### src/sv/icmper_pkg.sv
package icmper_pkg;

	localparam int MAX_FRAME_BYTES = 2048;
	localparam int CNT_W = $clog2(MAX_FRAME_BYTES + 1);
	localparam int REPLY_BYTES = 42;
	localparam int IDX_W = $clog2(REPLY_BYTES);
	localparam int DQ_DEPTH = 2;

	localparam logic [15:0] ETH_IPV4 = 16'h0800;
	localparam logic [7:0] IP_VER_IHL = 8'h45;
	localparam logic [7:0] IP_TTL = 8'd64;
	localparam logic [7:0] IP_PROTO_ICMP = 8'd1;
	localparam logic [7:0] IP_TOT_LEN = 8'd28;
	localparam logic [7:0] ICMP_ECHO_REQ = 8'd8;
	localparam logic [7:0] ICMP_PARAM_PROB = 8'd12;
	localparam logic [3:0] IHL_MIN = 4'd5;

	typedef enum logic [0:0] {
		CFG_LOCAL_IP = 1'b0,
		CFG_FAULT_MODE = 1'b1
	} cfg_idx_t;

	typedef enum logic [2:0] {
		FM_ECHO = 3'd0,
		FM_HOST = 3'd1,
		FM_NET = 3'd2,
		FM_TTL = 3'd3,
		FM_PROTO = 3'd4,
		FM_PORT = 3'd5,
		FM_FRAG = 3'd6,
		FM_PROHIB = 3'd7
	} fault_t;

	typedef struct packed {
		logic [7:0] rx_byte;
		logic rx_last;
	} rx_t;

	typedef struct packed {
		logic [7:0] tx_byte;
		logic tx_last;
	} tx_t;

	typedef struct packed {
		logic [47:0] peer_mac;
		logic [47:0] own_mac;
		logic [15:0] ip_ident;
		logic [31:0] peer_ip;
		logic [31:0] target_ip;
		logic [7:0] icmp_type;
		logic [7:0] icmp_code;
		logic [31:0] id_seq;
	} desc_t;

	function automatic logic [15:0] oc_add(input logic [15:0] a, input logic [15:0] w);
		logic [16:0] s;
		s = {1'b0, a} + {1'b0, w};
		return s[15:0] + {15'd0, s[16]};
	endfunction

	function automatic logic [7:0] fault_type(input fault_t m);
		unique case (m)
			FM_ECHO: return 8'd0;
			FM_TTL: return 8'd11;
			default: return 8'd3;
		endcase
	endfunction

	function automatic logic [7:0] fault_code(input fault_t m);
		unique case (m)
			FM_HOST: return 8'd1;
			FM_PROTO: return 8'd2;
			FM_PORT: return 8'd3;
			FM_FRAG: return 8'd4;
			FM_PROHIB: return 8'd13;
			default: return 8'd0;
		endcase
	endfunction

endpackage

### src/sv/icmp_echo_responder_fault_inject_top.sv
// channel | handshake          | payload
// rx      | push / full        | rx.rx_byte, rx.rx_last
// tx      | pop / empty        | tx.tx_byte, tx.tx_last
// cfg     | cfg_valid/cfg_ready| cfg_index, cfg_data
// One byte per cycle unless full; a qualifying frame queues a request at its last byte.
// The request is queued; its first reply byte then goes through the output register.
// Each reply streams 42 bytes, one per cycle while pop keeps the output register drained.
// Up to two requests wait between parser and emitter; full rises only when both wait.
// Asynchronous active-low reset clears all control state; no clearing pass.
module icmp_echo_responder_fault_inject_top import icmper_pkg::*; (
	input logic clk,
	input logic arst_n,
	input logic push,
	output logic full,
	input rx_t rx,
	output logic empty,
	input logic pop,
	output tx_t tx,
	input logic cfg_valid,
	output logic cfg_ready,
	input logic [0:0] cfg_index,
	input logic [31:0] cfg_data
);

	logic accept, dpush, qv, done;
	desc_t dw, dr;

	assign cfg_ready = 1'b1;
	assign accept = push && !full;

	icmper_front u_front (
		.clk(clk), .arst_n(arst_n),
		.cfg_valid(cfg_valid), .cfg_index(cfg_index), .cfg_data(cfg_data),
		.accept(accept), .rx(rx), .desc_push(dpush), .desc(dw)
	);

	icmper_dq u_dq (
		.clk(clk), .arst_n(arst_n),
		.wr(dpush), .wdata(dw), .rd(done),
		.full(full), .nonempty(qv), .rdata(dr)
	);

	icmper_back u_back (
		.clk(clk), .arst_n(arst_n),
		.qv(qv), .d(dr), .done(done),
		.pop(pop), .empty(empty), .tx(tx)
	);

endmodule

### src/sv/icmper_front.sv
module icmper_front import icmper_pkg::*; (
	input logic clk,
	input logic arst_n,
	input logic cfg_valid,
	input logic [0:0] cfg_index,
	input logic [31:0] cfg_data,
	input logic accept,
	input rx_t rx,
	output logic desc_push,
	output desc_t desc
);

	logic [31:0] local_ip_q;
	fault_t fault_q;
	logic [CNT_W-1:0] cnt_q;
	logic [47:0] own_q, peer_q;
	logic [15:0] type_q, ident_q, sum_q;
	logic [3:0] hw_q;
	logic [7:0] proto_q;
	logic [31:0] pip_q, tip_q;
	logic [63:0] icmp_q;

	logic [7:0] b;
	logic [CNT_W-1:0] pos, off, off_n, k;
	logic [47:0] n_own, n_peer;
	logic [15:0] n_type, n_ident, n_sum, sum_base;
	logic [3:0] n_hw;
	logic [7:0] n_proto;
	logic [31:0] n_pip, n_tip;
	logic [63:0] n_icmp, icmp_base;
	logic win, qualify, bad;

	always_comb begin
		b = rx.rx_byte;
		pos = cnt_q;
		n_own = (pos < CNT_W'(6)) ? {own_q[39:0], b} : own_q;
		n_peer = (pos >= CNT_W'(6) && pos < CNT_W'(12)) ? {peer_q[39:0], b} : peer_q;
		n_type = (pos >= CNT_W'(12) && pos < CNT_W'(14)) ? {type_q[7:0], b} : type_q;
		n_hw = (pos == CNT_W'(14)) ? b[3:0] : hw_q;
		n_ident = (pos == CNT_W'(18) || pos == CNT_W'(19)) ? {ident_q[7:0], b} : ident_q;
		n_proto = (pos == CNT_W'(23)) ? b : proto_q;
		n_pip = (pos >= CNT_W'(26) && pos < CNT_W'(30)) ? {pip_q[23:0], b} : pip_q;
		n_tip = (pos >= CNT_W'(30) && pos < CNT_W'(34)) ? {tip_q[23:0], b} : tip_q;
		off = CNT_W'(14) + CNT_W'({hw_q, 2'b00});
		k = pos - off;
		win = pos > CNT_W'(14) && hw_q >= IHL_MIN && pos >= off && pos < off + CNT_W'(8);
		icmp_base = (pos == '0) ? 64'd0 : icmp_q;
		sum_base = (pos == '0) ? 16'd0 : sum_q;
		n_icmp = win ? {icmp_base[55:0], b} : icmp_base;
		n_sum = (win && (k[2:0] == 3'd1 || k[2:0] == 3'd5 || k[2:0] == 3'd7)) ?
			oc_add(sum_base, {icmp_base[7:0], b}) : sum_base;
		off_n = CNT_W'(14) + CNT_W'({n_hw, 2'b00});
		qualify = rx.rx_last && n_hw >= IHL_MIN && pos + CNT_W'(1) >= off_n + CNT_W'(8) &&
			n_type == ETH_IPV4 && n_proto == IP_PROTO_ICMP && n_tip == local_ip_q &&
			n_icmp[63:56] == ICMP_ECHO_REQ;
		bad = (~n_sum) != n_icmp[47:32];
		desc_push = accept && qualify;
		desc.peer_mac = n_peer;
		desc.own_mac = n_own;
		desc.ip_ident = n_ident;
		desc.peer_ip = n_pip;
		desc.target_ip = n_tip;
		desc.icmp_type = bad ? ICMP_PARAM_PROB : fault_type(fault_q);
		desc.icmp_code = bad ? 8'd0 : fault_code(fault_q);
		desc.id_seq = (!bad && fault_q == FM_ECHO) ? n_icmp[31:0] : 32'd0;
	end

	always_ff @(posedge clk or negedge arst_n) begin
		if (!arst_n) begin
			local_ip_q <= '0;
			fault_q <= FM_ECHO;
			cnt_q <= '0;
			own_q <= '0;
			peer_q <= '0;
			type_q <= '0;
			hw_q <= '0;
			ident_q <= '0;
			proto_q <= '0;
			pip_q <= '0;
			tip_q <= '0;
			icmp_q <= '0;
			sum_q <= '0;
		end else begin
			if (cfg_valid) begin
				unique case (cfg_idx_t'(cfg_index))
					CFG_LOCAL_IP: local_ip_q <= cfg_data;
					CFG_FAULT_MODE: fault_q <= fault_t'(cfg_data[2:0]);
				endcase
			end
			if (accept) begin
				own_q <= n_own;
				peer_q <= n_peer;
				type_q <= n_type;
				hw_q <= n_hw;
				ident_q <= n_ident;
				proto_q <= n_proto;
				pip_q <= n_pip;
				tip_q <= n_tip;
				icmp_q <= n_icmp;
				sum_q <= n_sum;
				if (rx.rx_last)
					cnt_q <= '0;
				else if (cnt_q < CNT_W'(MAX_FRAME_BYTES))
					cnt_q <= cnt_q + CNT_W'(1);
			end
		end
	end

endmodule

### src/sv/icmper_dq.sv
module icmper_dq import icmper_pkg::*; (
	input logic clk,
	input logic arst_n,
	input logic wr,
	input desc_t wdata,
	input logic rd,
	output logic full,
	output logic nonempty,
	output desc_t rdata
);

	localparam int PW = $clog2(DQ_DEPTH);

	desc_t mem_q [DQ_DEPTH];
	logic [PW-1:0] wp_q, rp_q;
	logic [PW:0] cnt_q;

	assign full = cnt_q == (PW+1)'(DQ_DEPTH);
	assign nonempty = cnt_q != '0;
	assign rdata = mem_q[rp_q];

	always_ff @(posedge clk) begin
		if (wr) mem_q[wp_q] <= wdata;
	end

	always_ff @(posedge clk or negedge arst_n) begin
		if (!arst_n) begin
			wp_q <= '0;
			rp_q <= '0;
			cnt_q <= '0;
		end else begin
			if (wr) wp_q <= wp_q + PW'(1);
			if (rd) rp_q <= rp_q + PW'(1);
			cnt_q <= cnt_q + (PW+1)'(wr) - (PW+1)'(rd);
		end
	end

	a_no_overflow: assert property (@(posedge clk) disable iff (!arst_n)
		cnt_q <= (PW+1)'(DQ_DEPTH)) else $error("queue count overflow");
	a_no_wr_full: assert property (@(posedge clk) disable iff (!arst_n)
		full |-> !wr) else $error("write while full");
	a_no_rd_empty: assert property (@(posedge clk) disable iff (!arst_n)
		rd |-> nonempty) else $error("read while empty");

endmodule

### src/sv/icmper_back.sv
module icmper_back import icmper_pkg::*; (
	input logic clk,
	input logic arst_n,
	input logic qv,
	input desc_t d,
	output logic done,
	input logic pop,
	output logic empty,
	output tx_t tx
);

	logic [IDX_W-1:0] idx_q;
	logic [15:0] ipsum_q, icsum_q;
	logic out_valid_q;
	tx_t out_q;
	logic adv, is_last;
	logic [15:0] ipw, icw, ipck, icck;
	logic [7:0] byt;

	assign adv = qv && (!out_valid_q || pop);
	assign is_last = idx_q == IDX_W'(REPLY_BYTES - 1);
	assign done = adv && is_last;
	assign empty = !out_valid_q;
	assign tx = out_q;
	assign ipck = ~ipsum_q;
	assign icck = ~icsum_q;

	always_comb begin
		unique case (idx_q)
			IDX_W'(0): ipw = {IP_VER_IHL, 8'd0};
			IDX_W'(1): ipw = {8'd0, IP_TOT_LEN};
			IDX_W'(2): ipw = d.ip_ident;
			IDX_W'(4): ipw = {IP_TTL, IP_PROTO_ICMP};
			IDX_W'(6): ipw = d.target_ip[31:16];
			IDX_W'(7): ipw = d.target_ip[15:0];
			IDX_W'(8): ipw = d.peer_ip[31:16];
			IDX_W'(9): ipw = d.peer_ip[15:0];
			default: ipw = 16'd0;
		endcase
		unique case (idx_q)
			IDX_W'(0): icw = {d.icmp_type, d.icmp_code};
			IDX_W'(2): icw = d.id_seq[31:16];
			IDX_W'(3): icw = d.id_seq[15:0];
			default: icw = 16'd0;
		endcase
		unique case (idx_q)
			IDX_W'(0): byt = d.peer_mac[47:40];
			IDX_W'(1): byt = d.peer_mac[39:32];
			IDX_W'(2): byt = d.peer_mac[31:24];
			IDX_W'(3): byt = d.peer_mac[23:16];
			IDX_W'(4): byt = d.peer_mac[15:8];
			IDX_W'(5): byt = d.peer_mac[7:0];
			IDX_W'(6): byt = d.own_mac[47:40];
			IDX_W'(7): byt = d.own_mac[39:32];
			IDX_W'(8): byt = d.own_mac[31:24];
			IDX_W'(9): byt = d.own_mac[23:16];
			IDX_W'(10): byt = d.own_mac[15:8];
			IDX_W'(11): byt = d.own_mac[7:0];
			IDX_W'(12): byt = ETH_IPV4[15:8];
			IDX_W'(13): byt = ETH_IPV4[7:0];
			IDX_W'(14): byt = IP_VER_IHL;
			IDX_W'(17): byt = IP_TOT_LEN;
			IDX_W'(18): byt = d.ip_ident[15:8];
			IDX_W'(19): byt = d.ip_ident[7:0];
			IDX_W'(22): byt = IP_TTL;
			IDX_W'(23): byt = IP_PROTO_ICMP;
			IDX_W'(24): byt = ipck[15:8];
			IDX_W'(25): byt = ipck[7:0];
			IDX_W'(26): byt = d.target_ip[31:24];
			IDX_W'(27): byt = d.target_ip[23:16];
			IDX_W'(28): byt = d.target_ip[15:8];
			IDX_W'(29): byt = d.target_ip[7:0];
			IDX_W'(30): byt = d.peer_ip[31:24];
			IDX_W'(31): byt = d.peer_ip[23:16];
			IDX_W'(32): byt = d.peer_ip[15:8];
			IDX_W'(33): byt = d.peer_ip[7:0];
			IDX_W'(34): byt = d.icmp_type;
			IDX_W'(35): byt = d.icmp_code;
			IDX_W'(36): byt = icck[15:8];
			IDX_W'(37): byt = icck[7:0];
			IDX_W'(38): byt = d.id_seq[31:24];
			IDX_W'(39): byt = d.id_seq[23:16];
			IDX_W'(40): byt = d.id_seq[15:8];
			IDX_W'(41): byt = d.id_seq[7:0];
			default: byt = 8'd0;
		endcase
	end

	always_ff @(posedge clk) begin
		if (adv) begin
			out_q.tx_byte <= byt;
			out_q.tx_last <= is_last;
		end
	end

	always_ff @(posedge clk or negedge arst_n) begin
		if (!arst_n) begin
			idx_q <= '0;
			ipsum_q <= '0;
			icsum_q <= '0;
			out_valid_q <= 1'b0;
		end else begin
			if (adv) begin
				out_valid_q <= 1'b1;
				if (is_last) begin
					idx_q <= '0;
					ipsum_q <= '0;
					icsum_q <= '0;
				end else begin
					idx_q <= idx_q + IDX_W'(1);
					ipsum_q <= oc_add(ipsum_q, ipw);
					icsum_q <= oc_add(icsum_q, icw);
				end
			end else if (pop) begin
				out_valid_q <= 1'b0;
			end
		end
	end

	a_wrap: assert property (@(posedge clk) disable iff (!arst_n)
		done |=> idx_q == '0) else $error("index did not wrap");
	a_mid_reply: assert property (@(posedge clk) disable iff (!arst_n)
		idx_q != '0 |-> qv) else $error("reply in progress without request");
	a_last_flag: assert property (@(posedge clk) disable iff (!arst_n)
		adv |=> out_q.tx_last == $past(is_last)) else $error("last flag mismatch");

endmodule
### config.mk
export PLATFORM = sky130hd
export DESIGN_NAME = icmp_echo_responder_fault_inject_top
export DESIGN_NICKNAME = d
export VERILOG_FILES = /design/src/sv/icmper_pkg.sv /design/src/sv/icmp_echo_responder_fault_inject_top.sv /design/src/sv/icmper_front.sv /design/src/sv/icmper_dq.sv /design/src/sv/icmper_back.sv
export SDC_FILE = /design/constraint.sdc
export NUM_CORES = 2
export LEC_CHECK = 0
export BUFFER_PORTS_ARGS = -buffer_cell sky130_fd_sc_hd__buf_2
export CELL_PAD_IN_SITES_DETAIL_PLACEMENT = 1
export CELL_PAD_IN_SITES_GLOBAL_PLACEMENT = 1
export CORE_MARGIN = 10
export CORE_UTILIZATION = 55
export DETAILED_ROUTE_END_ITERATION = 8
export PLACE_DENSITY_LB_ADDON = 0.1
export SLEW_MARGIN = 25
export SYNTH_ARGS = -nofsm -noshare
export SYNTH_HDL_FRONTEND = slang
export SYNTH_SLANG_ARGS = --single-unit
### constraint.sdc
create_clock -name clk -period 33.2 [get_ports clk]
set_input_delay 3.32 -clock clk [delete_from_list [all_inputs] [get_ports clk]]
set_output_delay 3.32 -clock clk [all_outputs]
set_load 0.005 [all_outputs]
==> After elaboration in Yosys (flattened, before gate mapping) <==
Memories as Yosys holds them, arrays and structs flattened.
Cells that the tools add are included.
W data, S select, Z words.
{ "totals": {"ff_bits": 383, "ram_bits": 432, "memories": 1, "output_inout_bits": 12, "in_bits": 47} }
{ "classes": {"n_mux": 29, "reduce_logical": 35, "n_addsub": 17, "n_lt_le_gt_ge": 16, "bitwise_logic": 4, "eq_ne": 55} }
{ "memory_table": {"columns": ["name", "depth", "word_bits", "rd", "rd_ports_with_merged_regs", "wr", "line", "text"], "rows": [
  ["u_dq.mem_q", 2, 216, 1, 0, 1, "icmper_dq.sv:14", "desc_t mem_q [DQ_DEPTH];"]
]} }
{ "op_table": {"columns": ["cell", "count"], "rows": [
  ["$pmux W8 S37", 1],
  ["$mux W64", 2],
  ["$pmux W16 S8", 1],
  ["$mux W16", 6],
  ["$mux W32", 3],
  ["$mux W48", 2],
  ["$eq A6 B5 Y1 const B", 13],
  ["$eq A6 B6 Y1 const B", 10],
  ["$add A16 B16 Y17", 3],
  ["$add A16 B1 Y16", 3],
  ["$not A16 Y16", 3],
  ["$pmux W16 S3", 1],
  ["$eq A12 B5 Y1 const B", 3],
  ["$eq A6 B4 Y1 const B", 6],
  ["$eq A32 B32 Y1", 1],
  ["$eq A6 B3 Y1 const B", 4],
  ["$ge A12 B5 Y1 const B", 2],
  ["$lt A12 B4 Y1 const B", 2],
  ["$mux W12", 2],
  ["$pmux W4 S5", 1],
  ["$logic_and A1 B1 Y1", 19],
  ["$eq A3 B3 Y1 const B", 6],
  ["$eq A16 B12 Y1 const B", 1],
  ["$ne A16 B16 Y1", 1],
  ["other kinds (41)", 60]
]} }

==> Depth between registers and ports, before layout <==
{ "depth": {"ltp_word": 13, "mapped_depth": 34, "mapped_depth_nobuf": 29} }

==> By module <==
Synthesis repeated with hierarchy kept, for this count alone.
{ "hier_totals": {"cells_unflattened": 3552, "area_unflattened_um2": 42724.7} }
{ "by_module_without_submodules": {"columns": ["mod", "area_per_inst_um2", "n_inst", "seq_area_each_um2", "cells_per_inst"], "rows": [
  ["icmper_front", 19377.3, 1, 8282.9, 2007],
  ["icmper_dq", 16975.0, 1, 13553.0, 712],
  ["icmper_back", 6347.3, 1, 1246.2, 830],
  ["icmp_echo_responder_fault_inject_top", 25.0, 1, 0.0, 3]
]} }

==> Least setup slack after synthesis <==
OpenSTA, ideal clock, no wires.
{ "synth_timing": {"kind": "input to register", "startpoint": "in rx[1] in the netlist's numbering", "endpoint": "mem u_dq.mem_q[0][0] in the netlist's numbering (enable)", "t_arrival_ps": 14640, "setup_slack_ps": 17766, "required_ps": 32406, "stages": 14, "setup_ps": 794, "cell_sequence": "clkbuf_1 > nand2_1 > o21ai_0 > ha_1 > ha_1 > xnor2_1 > xnor2_1 > ha_1 > a21oi_1 > o21ai_0 > o311ai_0 > or4_1 > clkbuf_1 > nor2_1"} }
{ "synth_via": {"elab_chain_cells": 12, "elab_cells_between_ends": 20, "cone_classes": "2 x add/sub; 2 x order compare; 3 x eq/ne; 6 x mux; 7 x reduce/logical"} }
{ "synth_lines": {"columns": ["element", "line", "text"], "rows": [
  ["from (decl)", "icmp_echo_responder_fault_inject_top.sv:15", "input rx_t rx,"],
  ["$mux W4 (*)", "icmper_front.sv:39", "n_hw = (pos == CNT_W'(14)) ? b[3:0] : hw_q;"],
  ["net u_front.n_hw[0]", "icmper_front.sv:27", "logic [3:0] n_hw;"],
  ["$add A4 B6 Y7", "icmper_front.sv:52", "off_n = CNT_W'(14) + CNT_W'({n_hw, 2'b00});"],
  ["$add A12 B4 Y12", "icmper_front.sv:53", "qualify = rx.rx_last && n_hw >= IHL_MIN && pos + CNT_W'(1) >= off_n + CNT_W'(8) &&"],
  ["$ge A12 B12 Y1", "icmper_front.sv:53", null],
  ["$logic_and A1 B1 Y1 (*) (2 in a row)", "icmper_front.sv:53", null],
  ["$logic_and A1 B1 Y1 (*) (3 in a row)", "icmper_front.sv:54", "n_type == ETH_IPV4 && n_proto == IP_PROTO_ICMP && n_tip == local_ip_q &&"],
  ["$logic_and A1 B1 Y1 (*)", "icmper_front.sv:57", "desc_push = accept && qualify;"],
  ["$mux W1 (*)", "icmper_dq.sv:23", "if (wr) mem_q[wp_q] <= wdata;"],
  ["$mux W1 (implied by the code) (*)", "icmper_dq.sv:23", null],
  ["to (decl)", "icmper_dq.sv:14", null]
]} }
The timed path passes the listed nets; every way through them passes the cells marked *.

==> results.toml <==
[power]
p_switching_w = 0.000536
pwr-share-clk_pct = 45.7
leakagePower_nw = 17.5
vdd_drop_max_v = 0.0000412
seqPwrFrac_pct = 49.2
p_int_w = 0.00171
power_frac_comb_pct = 5.1
sw_frac_of_total_pct = 23.9
p_per_area_nw_per_um2 = 50.4

[drt]
viasPerCell = 6.64
firstDrtPassIters = 5
drc = 0
final_antenna_net_count = 0
via_count = 30329
drtIter0Drc = 3149
finalWirelength_um = 143000
post_drt_wl_per_cell_um = 31.3

[floorplanning]
coreArea_um2 = 72700
row_count = 99
initial_core_util_pct = 55.3
die_y_um = 290
io_pins = 59
dieArea_um2 = 84400
die_w_um = 290

[global_route]
antenna_found_initial = 4
grt_max_degree = 105
grt_pass1_vias = 31766
met2_usage_pct = 52.4
grt.met3_usage_pct = 6.44
busiest_layer = "met2"
grtUsageMet1_pct = 42.1
grt.total_usage_pct = 32.9
overflow = 0
grt_pass1_wl_um = 211000

[synthesis]
synth_top_area_cell = "edfxtp_1"
yosysMostFrequentCell = "nand2_1"
syn-cell-area_um2 = 40200
yosysWarningCount = 0
synth_cell_types = 89
async_reset_ff_share_pct = 46.0
synth-seq-area-share_pct = 56.0
ys_ff_latch = 813
synth_area_leaders = "edfxtp_1, dfrtp_1, mux2_2"
synthCells = 3531
synth_edf_count = 439
synth_top_area_share_pct = 32.8
synth.top_cells.by_count = "nand2_1, edfxtp_1, dfrtp_1, mux2_2, nor2_1"
syn_area_per_cell_um2 = 11.4
synth_ff_type = "edfxtp_1"

[clocking]
cts_sinks = 813
clk_latency_ns = 0.67
cts_resized = 0
ctsHoldBuffers = 0
cts_buffer_depth = 3
h-tree-depth = 3
ctsRootBufferMaster = "clkbuf_16"
cts_made_buffers = 86
cts_tree = "built"
path_clk_slew_ns = 0.06
post_cts_buffers = 0

[cells_and_area]
multi_input_area_um2 = 16800
layout-drive-gt1-share_pct = 15.2
fillers = 7391
fin_nets = 3670
diodes = 0
final_area_um2 = 44500
syn_to_final_growth_pct = 10.6
regArea_um2 = 22500

[timing]
fin_crit_sh_pct = 27.1
hold_viol = 0
slew_viol_final = 0
period_needed_ns = 8.99
fin_ws_ns = 24.21
slew_headroom_pct = 24.5
final-setup-viol-count = 0
finClkSkew_ns = 0.0430
rsz0062_at_grt = "false"
final.setup.tns_ns = 0
tightest_slew_ns = 1.12
fmax_mhz = 111

[critical_path]
rrSetupSlack_ns = 25.38
path_max_fanout = 37
reg2reg_from = "u_front.cnt_q[4]"
cp_slowest_cell = "or4_1"
critPathRequiredTime_ns = 33.60
r2r_cells = 18
crit_arrival_ns = 9.39
critical-path-max-stage-delay_ns = 0.56
worst_setup_path_start_kind = "input pin"
critical_path_class = "input pin to flop"
critPathCaptureType = "flop"
reg2reg_to = "u_dq.mem_q[0][198]"

[worst_hold_path]
min-delay-start = "u_front.peer_q[47]"
hp-class = "flop to flop"
hold_path_depth = 2
whs_endpoint = "u_front.peer_q[47]"

[placed_design]
place_ws_ns = 23.67
place_congestion = 1.02
postPlaceCellArea_um2 = 41400
port-buffer-count = 57
hpwlAfterDp_um = 97700

[outcome]
status = "completed"

[job]
drv_cap = 0
-- cell families (layout without fill, tap and decap cells) --
| group | after synthesis | after routing | synth area share, % |
|---|---|---|---|
| AOI/OAI and AO/OA | 617 | 617 | 10.7 |
| buffers and inverters | 253 | 327 | 2.50 |
| and+or+nand+nor | 1173 | 1173 | 13.0 |
| xor gates and xnor gates | 136 | 136 | 2.99 |
| muxes | 447 | 447 | 11.9 |
| DFF | 813 | 813 | 56.0 |
| other | 1 | 2 | 0.00932 |
| adders and majority gates | 91 | 91 | 2.89 |
-- worst max-delay path, delay by kind of cell --
family / cells / cell delay, ns
fa+ha+maj: 4 / 1.18
compound gates: 12 / 2.18
buf+inv: 3 / 0.78
simple gates: 7 / 1.90
-- power groups by stage --
stage          registers (W)  clock network [W]  logic [W]
6_report             0.00110            0.00102   0.000115
5_1_grt              0.00111            0.00107   0.000124
4_1_cts              0.00110            0.00103   0.000115
3_5_place_dp         0.00112                  0   0.000113
3_3_place_gp         0.00112                  0   0.000105
2_1_floorplan        0.00111                  0  0.0000675
-- cell type report --
class                      instances  area share, %
sequential                       813           50.7
clock buffer                     111           5.25
timing repair buffer             106           1.70
clock inverter                    51           1.45
multi-input combinational       2466           37.7
tap                              959           2.70
inverter                          59          0.498
-- cell usage in the layout (no fill, tap or decap), types with 42 or more instances in the layout --
master | netlist | final
a22o_1 | 76 | 76
o21ai_0 | 119 | 119
nor4_1 | 42 | 42
dfrtp_1 | 374 | 373
nand2_1 | 598 | 597
xnor2_1 | 62 | 62
clkbuf_16 | 0 | 87
nor3_1 | 59 | 57
o22ai_1 | 137 | 137
buf_2 | 10 | 56
nand3_1 | 68 | 68
nor2_1 | 234 | 227
xor2_1 | 73 | 73
mux2i_1 | 187 | 187
edfxtp_1 | 439 | 439
a21oi_1 | 56 | 56
ha_1 | 88 | 88
mux2_2 | 260 | 260
inv_1 | 58 | 58
buf_4 | 4 | 44
-- routing by layer --
metal | vias up | wire (um)
met5 | - | 35
met4 | 6 | 8510
met3 | 361 | 10600
met2 | 1317 | 66900
met1 | 15708 | 56900
li1 | 12937 | -
-- worst max-delay path by stage --
stage / from / to / cells after the start
2_1_floorplan: rx[1] / u_dq.mem_q[0][0] / 14
3_3_place_gp: rx[1] / u_dq.mem_q[0][0] / 26
3_5_place_dp: rx[1] / u_dq.mem_q[0][0] / 26
4_1_cts: rx[1] / u_dq.mem_q[0][0] / 26
5_1_grt: rx[1] / u_dq.mem_q[1][0] / 26
6_report: rx[1] / u_dq.mem_q[0][0] / 26
-- state kept, by name, indices dropped and copies added (netlist names) --
name,cells
u_dq.mem_q,430
u_front.icmp_q,64
u_front.own_q,48
u_front.peer_q,48
u_front.local_ip_q,32
u_front.pip_q,32
u_front.tip_q,32
u_back.icsum_q,16
u_back.ipsum_q,16
u_front.ident_q,16
u_front.sum_q,16
u_front.type_q,16
u_front.cnt_q,12
u_back.tx,9
u_front.proto_q,8
u_back.idx_q,6
u_front.hw_q,4
u_front.fault_q,3
u_dq.cnt_q,2
u_back.out_valid_q,1
u_dq.rp_q,1
u_dq.wp_q,1
-- stage by stage --
stage | instances | power [W] | hold slack (ns) | util (%)
6_report | 4565 | 0.00224 | 0.471 | 61.2
5_1_grt | 4565 | 0.00230 | 0.501 | 61.2
4_1_cts | 4562 | 0.00225 | 0.477 | 61.1
3_5_place_dp | 4400 | 0.00124 | 0.463 | 57.0
3_3_place_gp | 4399 | 0.00123 | 0.452 | 56.9
2_1_floorplan | 3532 | 0.00118 | 0.440 | -
Power figures use the tool's default switching activity.
